[src/hdl/jsu_pkg.sv]
// Shared types and constants for the JSON string unescaper.
// Used by the front end, the group queue, the back end and the top level.
package jsu_pkg;

    // Most result bytes one input byte can cause (a surrogate pair)
    localparam int MAX_OUT = 4;
    // Default depth of the queue between front and back end; five groups
    // hold the backlog of a surrogate pair followed by plain text
    localparam int QUEUE_DEPTH_DEF = 5;

    // Status codes reported with the final result of a string
    typedef enum logic [2:0] {
        ST_OK       = 3'd0,
        ST_CUT      = 3'd1,
        ST_BAD_HEX  = 3'd2,
        ST_BAD_LOW  = 3'd3,
        ST_LONE_LOW = 3'd4,
        ST_BAD_ESC  = 3'd5,
        ST_CTRL     = 3'd6
    } status_t;

    // Escape parser phase
    typedef enum logic [2:0] {
        PH_TEXT = 3'd0,
        PH_ESC  = 3'd1,
        PH_HEX1 = 3'd2,
        PH_HEX2 = 3'd3,
        PH_HEX3 = 3'd4,
        PH_HEX4 = 3'd5
    } phase_t;

    // All results caused by one input byte, as queued for the back end.
    // A group with no bytes only exists at the end of a string and then
    // carries the status.
    typedef struct packed {
        logic [MAX_OUT-1:0][7:0] bytes;
        logic [2:0]              count;
        logic                    last;
        status_t                 status;
    } group_t;

endpackage

[src/hdl/jsu_front.sv]
// Front end of the JSON string unescaper: escape parser and UTF-8 encoder.
// Turns each accepted byte into one group of results. Depends on jsu_pkg.
module jsu_front import jsu_pkg::*; (
    input  logic       aclk,
    input  logic       aresetn,
    input  logic       in_accept,
    input  logic [7:0] in_byte,
    input  logic       in_last,
    output logic       push,
    output group_t     push_data
);

    phase_t      phase_reg, phase_next;
    logic [11:0] hex_acc_reg, hex_acc_next;
    logic        hex_bad_reg, hex_bad_next;
    logic [9:0]  high_sur_reg, high_sur_next;
    logic        pend_reg, pend_next;
    status_t     err_reg, err_next;

    logic [3:0]  digit;
    logic        digit_ok;
    logic [15:0] code;
    logic [10:0] cp_upper;
    logic [20:0] cp;
    group_t      grp;

    // Decode one hex digit, either case
    always_comb begin
        digit    = 4'd0;
        digit_ok = 1'b1;
        if (in_byte >= 8'h30 && in_byte <= 8'h39) begin
            digit = 4'(in_byte - 8'h30);
        end else if (in_byte >= 8'h41 && in_byte <= 8'h46) begin
            digit = 4'(in_byte - 8'h37);
        end else if (in_byte >= 8'h61 && in_byte <= 8'h66) begin
            digit = 4'(in_byte - 8'h57);
        end else begin
            digit_ok = 1'b0;
        end
    end

    // Code unit once the fourth digit is in; supplementary code point of a pair
    assign code     = {hex_acc_reg, digit};
    assign cp_upper = {1'b0, high_sur_reg} + 11'h040;
    assign cp       = {cp_upper[10:0], code[9:0]};

    // Parse the byte and build its group of results
    always_comb begin
        phase_next    = phase_reg;
        hex_acc_next  = hex_acc_reg;
        hex_bad_next  = hex_bad_reg;
        high_sur_next = high_sur_reg;
        pend_next     = pend_reg;
        err_next      = err_reg;
        grp.bytes     = '0;
        grp.count     = 3'd0;

        if (err_reg == ST_OK) begin
            case (phase_reg)
                PH_TEXT: begin
                    if (in_byte == 8'h5C) begin
                        if (in_last) err_next = ST_CUT;
                        else         phase_next = PH_ESC;
                    end else if (in_byte >= 8'h01 && in_byte <= 8'h1F) begin
                        err_next = ST_CTRL;
                    end else begin
                        grp.bytes[0] = in_byte;
                        grp.count    = 3'd1;
                    end
                end
                PH_ESC: begin
                    phase_next = PH_TEXT;
                    case (in_byte)
                        8'h5C, 8'h22, 8'h2F: begin
                            grp.bytes[0] = in_byte;
                            grp.count    = 3'd1;
                        end
                        8'h62: begin grp.bytes[0] = 8'h08; grp.count = 3'd1; end
                        8'h66: begin grp.bytes[0] = 8'h0C; grp.count = 3'd1; end
                        8'h6E: begin grp.bytes[0] = 8'h0A; grp.count = 3'd1; end
                        8'h72: begin grp.bytes[0] = 8'h0D; grp.count = 3'd1; end
                        8'h74: begin grp.bytes[0] = 8'h09; grp.count = 3'd1; end
                        8'h75: begin
                            if (in_last) begin
                                err_next = ST_CUT;
                            end else begin
                                phase_next   = PH_HEX1;
                                hex_acc_next = 12'd0;
                                hex_bad_next = 1'b0;
                            end
                        end
                        default: err_next = ST_BAD_ESC;
                    endcase
                end
                PH_HEX1, PH_HEX2, PH_HEX3: begin
                    if (!digit_ok) hex_bad_next = 1'b1;
                    else           hex_acc_next = code[11:0];
                    if (in_last) begin
                        err_next = ST_CUT;
                    end else begin
                        phase_next = (phase_reg == PH_HEX1) ? PH_HEX2 :
                                     (phase_reg == PH_HEX2) ? PH_HEX3 : PH_HEX4;
                    end
                end
                PH_HEX4: begin
                    phase_next   = PH_TEXT;
                    hex_bad_next = 1'b0;
                    if (digit_ok) hex_acc_next = code[11:0];
                    if (hex_bad_reg || !digit_ok) begin
                        err_next = ST_BAD_HEX;
                    end else if (pend_reg) begin
                        // Held high surrogate: this must be the low half
                        if (code[15:10] == 6'b110111) begin
                            grp.bytes[0]  = {5'b11110, cp[20:18]};
                            grp.bytes[1]  = {2'b10, cp[17:12]};
                            grp.bytes[2]  = {2'b10, cp[11:6]};
                            grp.bytes[3]  = {2'b10, cp[5:0]};
                            grp.count     = 3'd4;
                            pend_next     = 1'b0;
                            high_sur_next = 10'd0;
                        end else begin
                            err_next = ST_BAD_LOW;
                        end
                    end else if (code[15:10] == 6'b110110) begin
                        high_sur_next = code[9:0];
                        pend_next     = 1'b1;
                    end else if (code[15:10] == 6'b110111) begin
                        err_next = ST_LONE_LOW;
                    end else if (code == 16'd0) begin
                        grp.bytes[0] = 8'h20;
                        grp.count    = 3'd1;
                    end else if (code[15:7] == 9'd0) begin
                        grp.bytes[0] = code[7:0];
                        grp.count    = 3'd1;
                    end else if (code[15:11] == 5'd0) begin
                        grp.bytes[0] = {3'b110, code[10:6]};
                        grp.bytes[1] = {2'b10, code[5:0]};
                        grp.count    = 3'd2;
                    end else begin
                        grp.bytes[0] = {4'b1110, code[15:12]};
                        grp.bytes[1] = {2'b10, code[11:6]};
                        grp.bytes[2] = {2'b10, code[5:0]};
                        grp.count    = 3'd3;
                    end
                end
                default: phase_next = PH_TEXT;
            endcase
        end

        grp.last   = in_last;
        grp.status = err_next;

        // Return to the idle state at the end of each string
        if (in_last) begin
            phase_next    = PH_TEXT;
            hex_acc_next  = 12'd0;
            hex_bad_next  = 1'b0;
            high_sur_next = 10'd0;
            pend_next     = 1'b0;
            err_next      = ST_OK;
        end
    end

    // Queue a group only when the byte causes at least one result or ends the string
    assign push      = in_accept && (grp.count != 3'd0 || in_last);
    assign push_data = grp;

    // Parser state
    always_ff @(posedge aclk) begin
        if (!aresetn) begin
            phase_reg    <= PH_TEXT;
            hex_acc_reg  <= 12'd0;
            hex_bad_reg  <= 1'b0;
            high_sur_reg <= 10'd0;
            pend_reg     <= 1'b0;
            err_reg      <= ST_OK;
        end else if (in_accept) begin
            phase_reg    <= phase_next;
            hex_acc_reg  <= hex_acc_next;
            hex_bad_reg  <= hex_bad_next;
            high_sur_reg <= high_sur_next;
            pend_reg     <= pend_next;
            err_reg      <= err_next;
        end
    end

endmodule

[src/hdl/jsu_queue.sv]
// Short queue of result groups between the front and back end.
// Depends on jsu_pkg for the group type.
module jsu_queue import jsu_pkg::*; #(
    parameter int DEPTH = QUEUE_DEPTH_DEF
) (
    input  logic   aclk,
    input  logic   aresetn,
    input  logic   push,
    input  group_t push_data,
    input  logic   pop,
    output logic   full,
    output logic   head_valid,
    output group_t head_data
);

    localparam int AW = (DEPTH > 1) ? $clog2(DEPTH) : 1;
    localparam int CW = $clog2(DEPTH + 1);

    group_t        entries_reg [DEPTH];
    logic [AW-1:0] wr_ptr_reg, wr_ptr_next;
    logic [AW-1:0] rd_ptr_reg, rd_ptr_next;
    logic [CW-1:0] count_reg, count_next;
    logic          do_push, do_pop;

    assign full       = (count_reg == CW'(DEPTH));
    assign head_valid = (count_reg != '0);
    assign head_data  = entries_reg[rd_ptr_reg];
    assign do_push    = push && !full;
    assign do_pop     = pop && head_valid;

    // Advance pointers with wrap at the depth
    always_comb begin
        wr_ptr_next = wr_ptr_reg;
        rd_ptr_next = rd_ptr_reg;
        count_next  = count_reg;
        if (do_push) begin
            wr_ptr_next = (wr_ptr_reg == AW'(DEPTH - 1)) ? '0 : wr_ptr_reg + AW'(1);
        end
        if (do_pop) begin
            rd_ptr_next = (rd_ptr_reg == AW'(DEPTH - 1)) ? '0 : rd_ptr_reg + AW'(1);
        end
        if (do_push && !do_pop) count_next = count_reg + CW'(1);
        else if (!do_push && do_pop) count_next = count_reg - CW'(1);
    end

    always_ff @(posedge aclk) begin
        if (!aresetn) begin
            wr_ptr_reg <= '0;
            rd_ptr_reg <= '0;
            count_reg  <= '0;
        end else begin
            wr_ptr_reg <= wr_ptr_next;
            rd_ptr_reg <= rd_ptr_next;
            count_reg  <= count_next;
        end
    end

    // Storage
    always_ff @(posedge aclk) begin
        if (do_push) entries_reg[wr_ptr_reg] <= push_data;
    end

endmodule

[src/hdl/jsu_back.sv]
// Back end of the JSON string unescaper: unpacks queued groups into one
// result per cycle unless stalled, via an output register. Uses jsu_pkg.
module jsu_back import jsu_pkg::*; (
    input  logic        aclk,
    input  logic        aresetn,
    input  logic        head_valid,
    input  group_t      head_data,
    output logic        pop,
    output logic        m_axis_tvalid,
    input  logic        m_axis_tready,
    output logic [15:0] m_axis_tdata,
    output logic        m_axis_tlast,
    output logic        m_axis_tuser
);

    logic [1:0] idx_reg, idx_next;
    logic       valid_reg;
    logic [7:0] byte_reg;
    logic       byte_valid_reg;
    logic       run_last_reg;
    logic       done_reg;
    status_t    status_reg;

    logic       out_free;
    logic       load;
    logic       is_end;
    logic       no_bytes;

    assign out_free = !valid_reg || m_axis_tready;
    assign load     = out_free && head_valid;
    assign no_bytes = (head_data.count == 3'd0);
    assign is_end   = no_bytes || ({1'b0, idx_reg} + 3'd1 == head_data.count);
    assign pop      = load && is_end;

    // Step through the bytes of the head group
    always_comb begin
        idx_next = idx_reg;
        if (load) idx_next = is_end ? 2'd0 : idx_reg + 2'd1;
    end

    always_ff @(posedge aclk) begin
        if (!aresetn) begin
            idx_reg   <= 2'd0;
            valid_reg <= 1'b0;
        end else begin
            idx_reg <= idx_next;
            if (out_free) valid_reg <= head_valid;
        end
    end

    // Load the next result into the output register
    always_ff @(posedge aclk) begin
        if (load) begin
            byte_reg       <= no_bytes ? 8'd0 : head_data.bytes[idx_reg];
            byte_valid_reg <= !no_bytes;
            run_last_reg   <= is_end;
            done_reg       <= is_end && head_data.last;
            status_reg     <= no_bytes ? head_data.status : ST_OK;
        end
    end

    assign m_axis_tvalid = valid_reg;
    assign m_axis_tdata  = {4'd0, status_reg, run_last_reg, byte_reg};
    assign m_axis_tlast  = done_reg;
    assign m_axis_tuser  = byte_valid_reg;

endmodule

[src/hdl/json_string_unescape_utf8.sv]
// JSON string unescaper. Takes one byte of an escaped JSON string per
// transaction (tlast on the final byte) and returns the unescaped bytes,
// with \uXXXX written as UTF-8 and surrogate pairs joined into four bytes.
// Input is taken every cycle while the queue is not full; each byte is
// parsed in the cycle it is accepted and its results (zero to four) go
// into a queue of QUEUE_DEPTH groups. Results leave at one per cycle through
// a registered output while it is not held; with the default depth the queue
// absorbs the burst of a surrogate pair, so the input stalls only when the
// output is held long enough to fill the queue. A byte's results are queued
// as it is accepted, then loaded into the output register behind any earlier
// results. The last result of each string has tlast set and carries the
// status; after the first error in a string, bytes are dropped until its end.
// Depends on jsu_pkg, jsu_front, jsu_queue and jsu_back.
module json_string_unescape_utf8 import jsu_pkg::*; #(
    parameter int QUEUE_DEPTH = QUEUE_DEPTH_DEF
) (
    input  logic        aclk,
    input  logic        aresetn,
    input  logic        s_axis_tvalid,
    output logic        s_axis_tready,
    input  logic [7:0]  s_axis_tdata,   // [7:0] in_byte
    input  logic        s_axis_tlast,   // in_last
    output logic        m_axis_tvalid,
    input  logic        m_axis_tready,
    output logic [15:0] m_axis_tdata,   // [7:0] out_byte, [8] run_last, [11:9] status
    output logic        m_axis_tlast,   // string_done
    output logic        m_axis_tuser    // out_byte_valid
);

    logic   in_accept;
    logic   push;
    group_t push_data;
    logic   pop;
    logic   q_full;
    logic   head_valid;
    group_t head_data;

    assign s_axis_tready = !q_full;
    assign in_accept     = s_axis_tvalid && s_axis_tready;

    jsu_front u_front (
        .aclk      (aclk),
        .aresetn   (aresetn),
        .in_accept (in_accept),
        .in_byte   (s_axis_tdata),
        .in_last   (s_axis_tlast),
        .push      (push),
        .push_data (push_data)
    );

    jsu_queue #(
        .DEPTH (QUEUE_DEPTH)
    ) u_queue (
        .aclk       (aclk),
        .aresetn    (aresetn),
        .push       (push),
        .push_data  (push_data),
        .pop        (pop),
        .full       (q_full),
        .head_valid (head_valid),
        .head_data  (head_data)
    );

    jsu_back u_back (
        .aclk          (aclk),
        .aresetn       (aresetn),
        .head_valid    (head_valid),
        .head_data     (head_data),
        .pop           (pop),
        .m_axis_tvalid (m_axis_tvalid),
        .m_axis_tready (m_axis_tready),
        .m_axis_tdata  (m_axis_tdata),
        .m_axis_tlast  (m_axis_tlast),
        .m_axis_tuser  (m_axis_tuser)
    );

endmodule

[config.mk]
export PLATFORM = sky130hd
export DESIGN_NAME = json_string_unescape_utf8
export DESIGN_NICKNAME = d
export VERILOG_FILES = /design/src/hdl/jsu_pkg.sv /design/src/hdl/jsu_front.sv /design/src/hdl/jsu_queue.sv /design/src/hdl/jsu_back.sv /design/src/hdl/json_string_unescape_utf8.sv
export SDC_FILE = /design/constraint.sdc
export NUM_CORES = 1
export LEC_CHECK = 0
export ABC_AREA = 1
export BUFFER_PORTS_ARGS = -buffer_cell sky130_fd_sc_hd__buf_2
export CORE_MARGIN = 5
export CORE_UTILIZATION = 63
export DETAILED_ROUTE_END_ITERATION = 8
export HOLD_SLACK_MARGIN = 0.12
export PLACE_DENSITY_LB_ADDON = 0.15
export SYNTH_ARGS = -nofsm -noshare
export SYNTH_HDL_FRONTEND = slang
export SYNTH_HIERARCHICAL = 1
export SYNTH_SLANG_ARGS = --single-unit
[constraint.sdc]
create_clock -name aclk -period 8.2 [get_ports aclk]
set_input_delay 1.64 -clock aclk [delete_from_list [all_inputs] [get_ports aclk]]
set_output_delay 1.64 -clock aclk [all_outputs]
set_load 0.02 [all_outputs]
======== After elaboration in Yosys (flattened, before gate mapping) ========
Memories as Yosys holds them, arrays and structs flattened. A register that Yosys moved wholly into a read port is not among the register bits.
Index checks and enable logic that the tools add are counted.
cells by class
  add/subtract/negate cells ............... 10
  mux-type cells .......................... 78
  equal/unequal tests ..................... 26
  reductions and logical operators ........ 46
  $lt $le $gt $ge ......................... 9
operator list
  cell                count
  $mux 35             3
  $mux 27             3
  $mux 10             7
  $pmux 11 s6         1
  $mux 3              20
  $eq 8x7->1 const B  7
  $mux 12             4
  $mux 11             4
  $pmux 11 s3         1
  $mux 16             2
  $mux 24             1
  $mux 8              3
  $pmux 12 s2         1
  $mux 1              17
  $mux 17             1
  $bmux 8 s2          1
  $eq 8x6->1 const B  2
  $ge 8x7->1 const B  2
  $le 8x7->1 const B  2
  $logic_not 16->1    1
  $eq 3x3->1 const B  5
  $logic_and 1x1->1   13
  $eq 6x6->1 const B  2
  $mux 4              3
  other kinds (39)    63
word-level totals
  bits in writable memories ............... 195
  memories kept ........................... 1
  output and inout port bits .............. 20
  logic and storage cells ................. 186
  input port bits ......................... 13
  register bits ........................... 56
memories
  name                 words  width  read ports  clocked after Yosys merged registers in  wr ports  RTL line         source
  u_queue.entries_reg  5      39     1           1                                        1         jsu_queue.sv:19  group_t entries_reg [DEPTH];

======== Depth between registers and ports, before layout ========
  word-level depth ........................ 22
  depth in mapped cells ................... 26
  mapped depth without buffers ............ 23

======== Hierarchy ========
Netlist, hierarchy kept.
modules (own cells, without submodules)
  module                     cells each  area each (um2)  instances  seq. area each (um2)
  jsu_queue                  826         8739.6           1          6095.8
  jsu_front                  520         2929.1           1          600.6
  jsu_back                   125         1017.2           1          480.5
  json_string_unescape_utf8  3           13.8             1          0.0

======== Worst setup path after synthesis ========
Ideal clock, no wire load.
  path type ............................... in2reg
  start ................................... input port s_axis_tdata[0]
  end ..................................... memory u_queue/entries_reg[2][0] in the netlist's numbering (enable)
  data required time ...................... 7716 ps
  path buffers ............................ 0
  cell stages on the path ................. 14
  arrival ................................. 5815 ps
  library setup time ...................... 484 ps
  path slack .............................. 1901 ps
  cells stage by stage .................... inv_1 -> ha_1 -> nand2_1 -> nand3_2 -> nand2_4 -> nand2_4 -> nand3_4 -> nor2_8 -> inv_4 -> a21oi_4 -> nor2_1 -> a21oi_2 -> nand2_1 -> nor3_1
on the way
  word-level cells in the longest chain between the ends .. 19
  elaborated cells between the ends (all ways) .. 49
  classes of those cells .................. 3 x add/sub; 8 x order compare; 8 x eq/ne; 18 x mux; 12 x reduce/logical
RTL lines
  what                                      RTL line                         source
  from (decl)                               json_string_unescape_utf8.sv:21  input logic [7:0] s_axis_tdata,
  $ge 8x7->1 or $le 8x7->1 (tied branches)  jsu_front.sv:35                  end else if (in_byte >= 8'h61 && in_byte <= 8'h66) begin
  $logic_and 1x1->1                         jsu_front.sv:35
  $mux 4                                    jsu_front.sv:35
  $mux 4                                    jsu_front.sv:33                  end else if (in_byte >= 8'h41 && in_byte <= 8'h46) begin
  $mux 4                                    jsu_front.sv:31                  if (in_byte >= 8'h30 && in_byte <= 8'h39) begin
  $logic_not 16->1                          jsu_front.sv:129                 end else if (code == 16'd0) begin
  $mux 11                                   jsu_front.sv:129
  $mux 27                                   jsu_front.sv:127                 end else if (code[15:10] == 6'b110111) begin
  [4 not listed]                            -
  $mux 35 (*)                               jsu_front.sv:58                  if (err_reg == ST_OK) begin
  $reduce_bool 3->1 (*)                     jsu_front.sv:165                 assign push = in_accept && (grp.count != 3'd0 || in_last);
  $logic_or 1x1->1 (*)                      jsu_front.sv:165
  $logic_and 1x1->1 (*)                     jsu_front.sv:165
  net push                                  json_string_unescape_utf8.sv:31  logic push;
  $logic_and 1x1->1 (*)                     jsu_queue.sv:28                  assign do_push = push && !full;
  $mux 1 (*)                                jsu_queue.sv:60                  if (do_push) entries_reg[wr_ptr_reg] <= push_data;
  $mux 1 (not written as such) (*)          jsu_queue.sv:60
  to (decl)                                 jsu_queue.sv:19
Mark *: on every way through the listed nets, which the timed path passes. The rest lies on a longest branch.

======== Final worst setup path ========
  start ................................... input port s_axis_tdata[0]
  end ..................................... memory u_queue/entries_reg[0][18] in the netlist's numbering (enable)
on the way
  word-level cells in the longest chain between the ends .. 19
  elaborated cells between the ends (all ways) .. 49
  classes of those cells .................. 3 x add/sub; 8 x order compare; 8 x eq/ne; 18 x mux; 12 x reduce/logical
RTL lines
  what                                      RTL line                         source
  $ge 8x7->1 or $le 8x7->1 (tied branches)  jsu_front.sv:35
  $logic_and 1x1->1                         jsu_front.sv:35
  $mux 4                                    jsu_front.sv:35
  $mux 4                                    jsu_front.sv:33
  $mux 4                                    jsu_front.sv:31
  $logic_not 16->1                          jsu_front.sv:129
  $mux 11                                   jsu_front.sv:129
  $mux 27                                   jsu_front.sv:127
  [5 not listed]                            -
  $reduce_bool 3->1 (*)                     jsu_front.sv:165
  $logic_or 1x1->1 (*)                      jsu_front.sv:165
  $logic_and 1x1->1 (*)                     jsu_front.sv:165
  net push                                  json_string_unescape_utf8.sv:31
  $logic_and 1x1->1 (*)                     jsu_queue.sv:28
  net u_queue.do_push                       jsu_queue.sv:23                  logic do_push, do_pop;
  $mux 1 (*)                                jsu_queue.sv:60
  $mux 1 (not written as such) (*)          jsu_queue.sv:60
Marks and branches as above.

==> reports/qor.csv <==
stage,metric,value,unit
power,p_comb_share,33.6,%
finish,nNetsFinal,1508,
floorplanning,die_height,152.0,µm
timing,tns,0,ns
finish,largest_register_ffs,195,
timing,setup-violations-final,0,
floorplanning,die_w,152.0,µm
grt,grt_overflow,0,
grt,grt_max_degree,79,
outcome,status,finished clean,
floorplanning,core_area,20040,µm²
power,intPower,0.002753,W
synth,ys_types,49,
timing,tightest_slew,0.9633,ns
clock_tree,htree_levels,1,
worst_setup_path,critPathMaxFanout,39,
power,swShare,36.48,%
finish,multi_input_area,4468,µm²
clock_tree,hold_buffers,0,
worst_setup_path,critPathLaunchType,input port,
min_path,min_path_type,register to register,
power,p_per_area,314.3,nW/µm²
worst_setup_path,cp.required,8.35,ns
finish,mostFrequentLayoutCells,"nand2_1 (461), edfxtp_1 (209), nor2_1 (200)",
routing,dr.pass1.iters,7,
synth,syn-cell-area,12700,µm²
grt,grt_pass1_wl,48.01,mm
placement,port_buffers,28,
routing,drtAntennaViolNets,0,
clock_tree,clk_pin_slew,0.06,ns
floorplanning,ios,33,
routing,drt-vias-per-instance,5.356,
finish,fillCellCount,1639,
timing,maxSlewViolCount,0,
placement,gp_congestion,0.9494,
synth,syn-mean-instance-area,8.616,µm²
timing,timing.final.ws_setup,3.710,ns
clock_tree,cts_buffers,26,
synth,ys.flop_type,edfxtp_1,
synth,async_flop_share,0,%
floorplanning,die-area,23100,µm²
synth,yosysSeqAreaShare,56.51,%
power,p_leak,5.952,nW
clock_tree,cts-resized-gates,0,
min_path,hold_depth,2,
finish,layout-drive-gt1-share,8.649,%
clock_tree,cts-root-buf,clkbuf_16,
floorplanning,rows,52,
power,seqPwrFrac,38.4,%
power,power.share.clock,27.9,%
routing,wl,29.97,mm
worst_setup_path,reg2regPathDepth,20,
routing,drc,0,
finish,antenna_cells,0,
timing,skew,0.02929,ns
routing,first_iter_violations,762,
synth,synth-edff-count,209,
flow_run,drv_cap,0,
power,switching_power,0.001581,W
grt,grt_pass1_vias,9063,
grt,antenna_found_initial,0,
timing,finalCritPeriodShare,54.76,%
routing,routedWlPerCell,16.90,µm
placement,hpwl,19.64,mm
clock_tree,cts.path.max_buffers,3,
timing,fmax,0.2227,GHz
clock_tree,clock_latency,0.54,ns
clock_tree,cts_sinks,254,
floorplanning,start_util,63.37,%
worst_setup_path,path_class,input port to register,
synth,yosys_register_bits,254,
timing,hold_viol,0,
power,irDropWorstVdd,177.9,µV
synth,synth_cells,1474,
placement,place_ws,3.177,ns
worst_setup_path,critPathArrivalTime,4.64,ns
routing,vias,9496,
grt,grt.total_usage,25.67,%
timing,layout_min_cycle_time,4.490,ns
clock_tree,post_cts_buffers,0,
finish,final_common_cell,nand2_1,
timing,rsz0062_at_grt,false,
clock_tree,cts_tree,built,
finish,regArea,7179,µm²
timing,relSlewSlack,35.35,%
finish,syn2layout_area_growth,8.581,%
synth,ys.warnings.count,6,
worst_setup_path,end_kind,register,
[worst max-delay path, cell delays in order]
cell and delay (ns):
buf_2 0.14, inv_1 0.12, ha_1 0.24, nand3_1 0.12, nand3_2 0.12, nand2_4 0.12
nand3_4 0.16, nor2_8 0.22, inv_4 0.09, a21oi_4 0.18, nor2_1 0.08, a21oi_2 0.17
nand2_1 0.21, inv_1 0.18, nand3_1 0.19, nor2_4 0.12, buf_4 0.51
[synthesized netlist by cell type, types with 4 or more instances]
master    number  area (µm²)
inv_1        170       638.1
nand2_2        5       31.28
buf_6         13       146.4
o22ai_1        4       25.02
inv_2          7       26.28
nor2_1       203       762.0
edfxtp_1     209        6276
nand3_1       94       470.5
o21ai_1        5       25.02
nand3_2        5       50.05
buf_4         14       105.1
o21ai_0       43       215.2
clkbuf_1      13       48.80
dfxtp_1       45       900.9
nor2_2         5       31.28
nand4_1       11       68.82
nor3_1         9       45.04
a21oi_1       43       215.2
or2_0         39       244.0
nand2_4        6       67.56
ha_1          11       137.6
nand2_1      461        1730
buf_2         21       105.1
[layout make-up]
type	instances	share of cell area, %
inverter	181	5.018
sequential	254	52.06
multi-input combinational	981	32.40
tap	270	2.450
timing repair buffer	39	1.615
clock inverter	14	1.370
clock buffer	34	5.081
[kinds of logic (layout without fill, tap and decap cells)]
group | after synthesis | in the layout | share of synthesized area, %
AND/OR/NAND/NOR | 845 | 845 | 28.21
flip-flops | 254 | 254 | 56.51
buffers and inverters | 244 | 268 | 8.709
AO/OA/AOI/OAI | 113 | 113 | 4.995
adder cells (fa/ha/maj) | 12 | 12 | 1.241
XOR/XNOR | 4 | 4 | 0.2759
other | 2 | 7 | 0.05914
[routing by layer]
layer	track usage [%]	part of all wire, %	up-vias	wire length [µm]
li1	-	-	4721	-
met1	34.54	41	4357	12410
met2	43.46	49	357	14650
met3	3.015	6.7	61	1995
met4	9.289	3.1	0	915
met5	0	0	-	0
[path summary, 6_finish.rpt]
| check | from | slack, ns | end |
|---|---|---|---|
| min | u_front/high_sur_reg[1] | 0.45 | u_front/high_sur_reg[1] |
| min reg2reg | u_front/high_sur_reg[1] | 0.45 | u_front/high_sur_reg[1] |
| max reg2reg | register | 4.50 | u_queue/count_reg[1] |
| max | s_axis_tdata[0] | 3.71 | u_queue/entries_reg[0][18] |
[power by group through the flow]
stage                     sequential [W]  clock (W)  combinational [W]
final                            0.00167    0.00121            0.00146
after global routing             0.00168    0.00129            0.00165
after CTS                        0.00167    0.00123            0.00146
after detailed placement         0.00169          0            0.00145
after global placement           0.00169          0            0.00142
after floorplan                  0.00171          0            0.00107
[through the flow]
stage	cells	hold WS (ns)	util, %	cell area, µm²	power (W)
final	1773	0.4491	68.81	13790	0.004334
after global routing	1773	0.4932	68.81	13790	0.004621
after CTS	1773	0.4507	68.81	13790	0.004354
after detailed placement	1725	0.4415	64.37	12900	0.003137
after global placement	1725	0.4379	64.37	12900	0.003107
after floorplan	1479	0.4239	-	12720	0.002788
No activity file was read; power rests on OpenSTA's default activity.
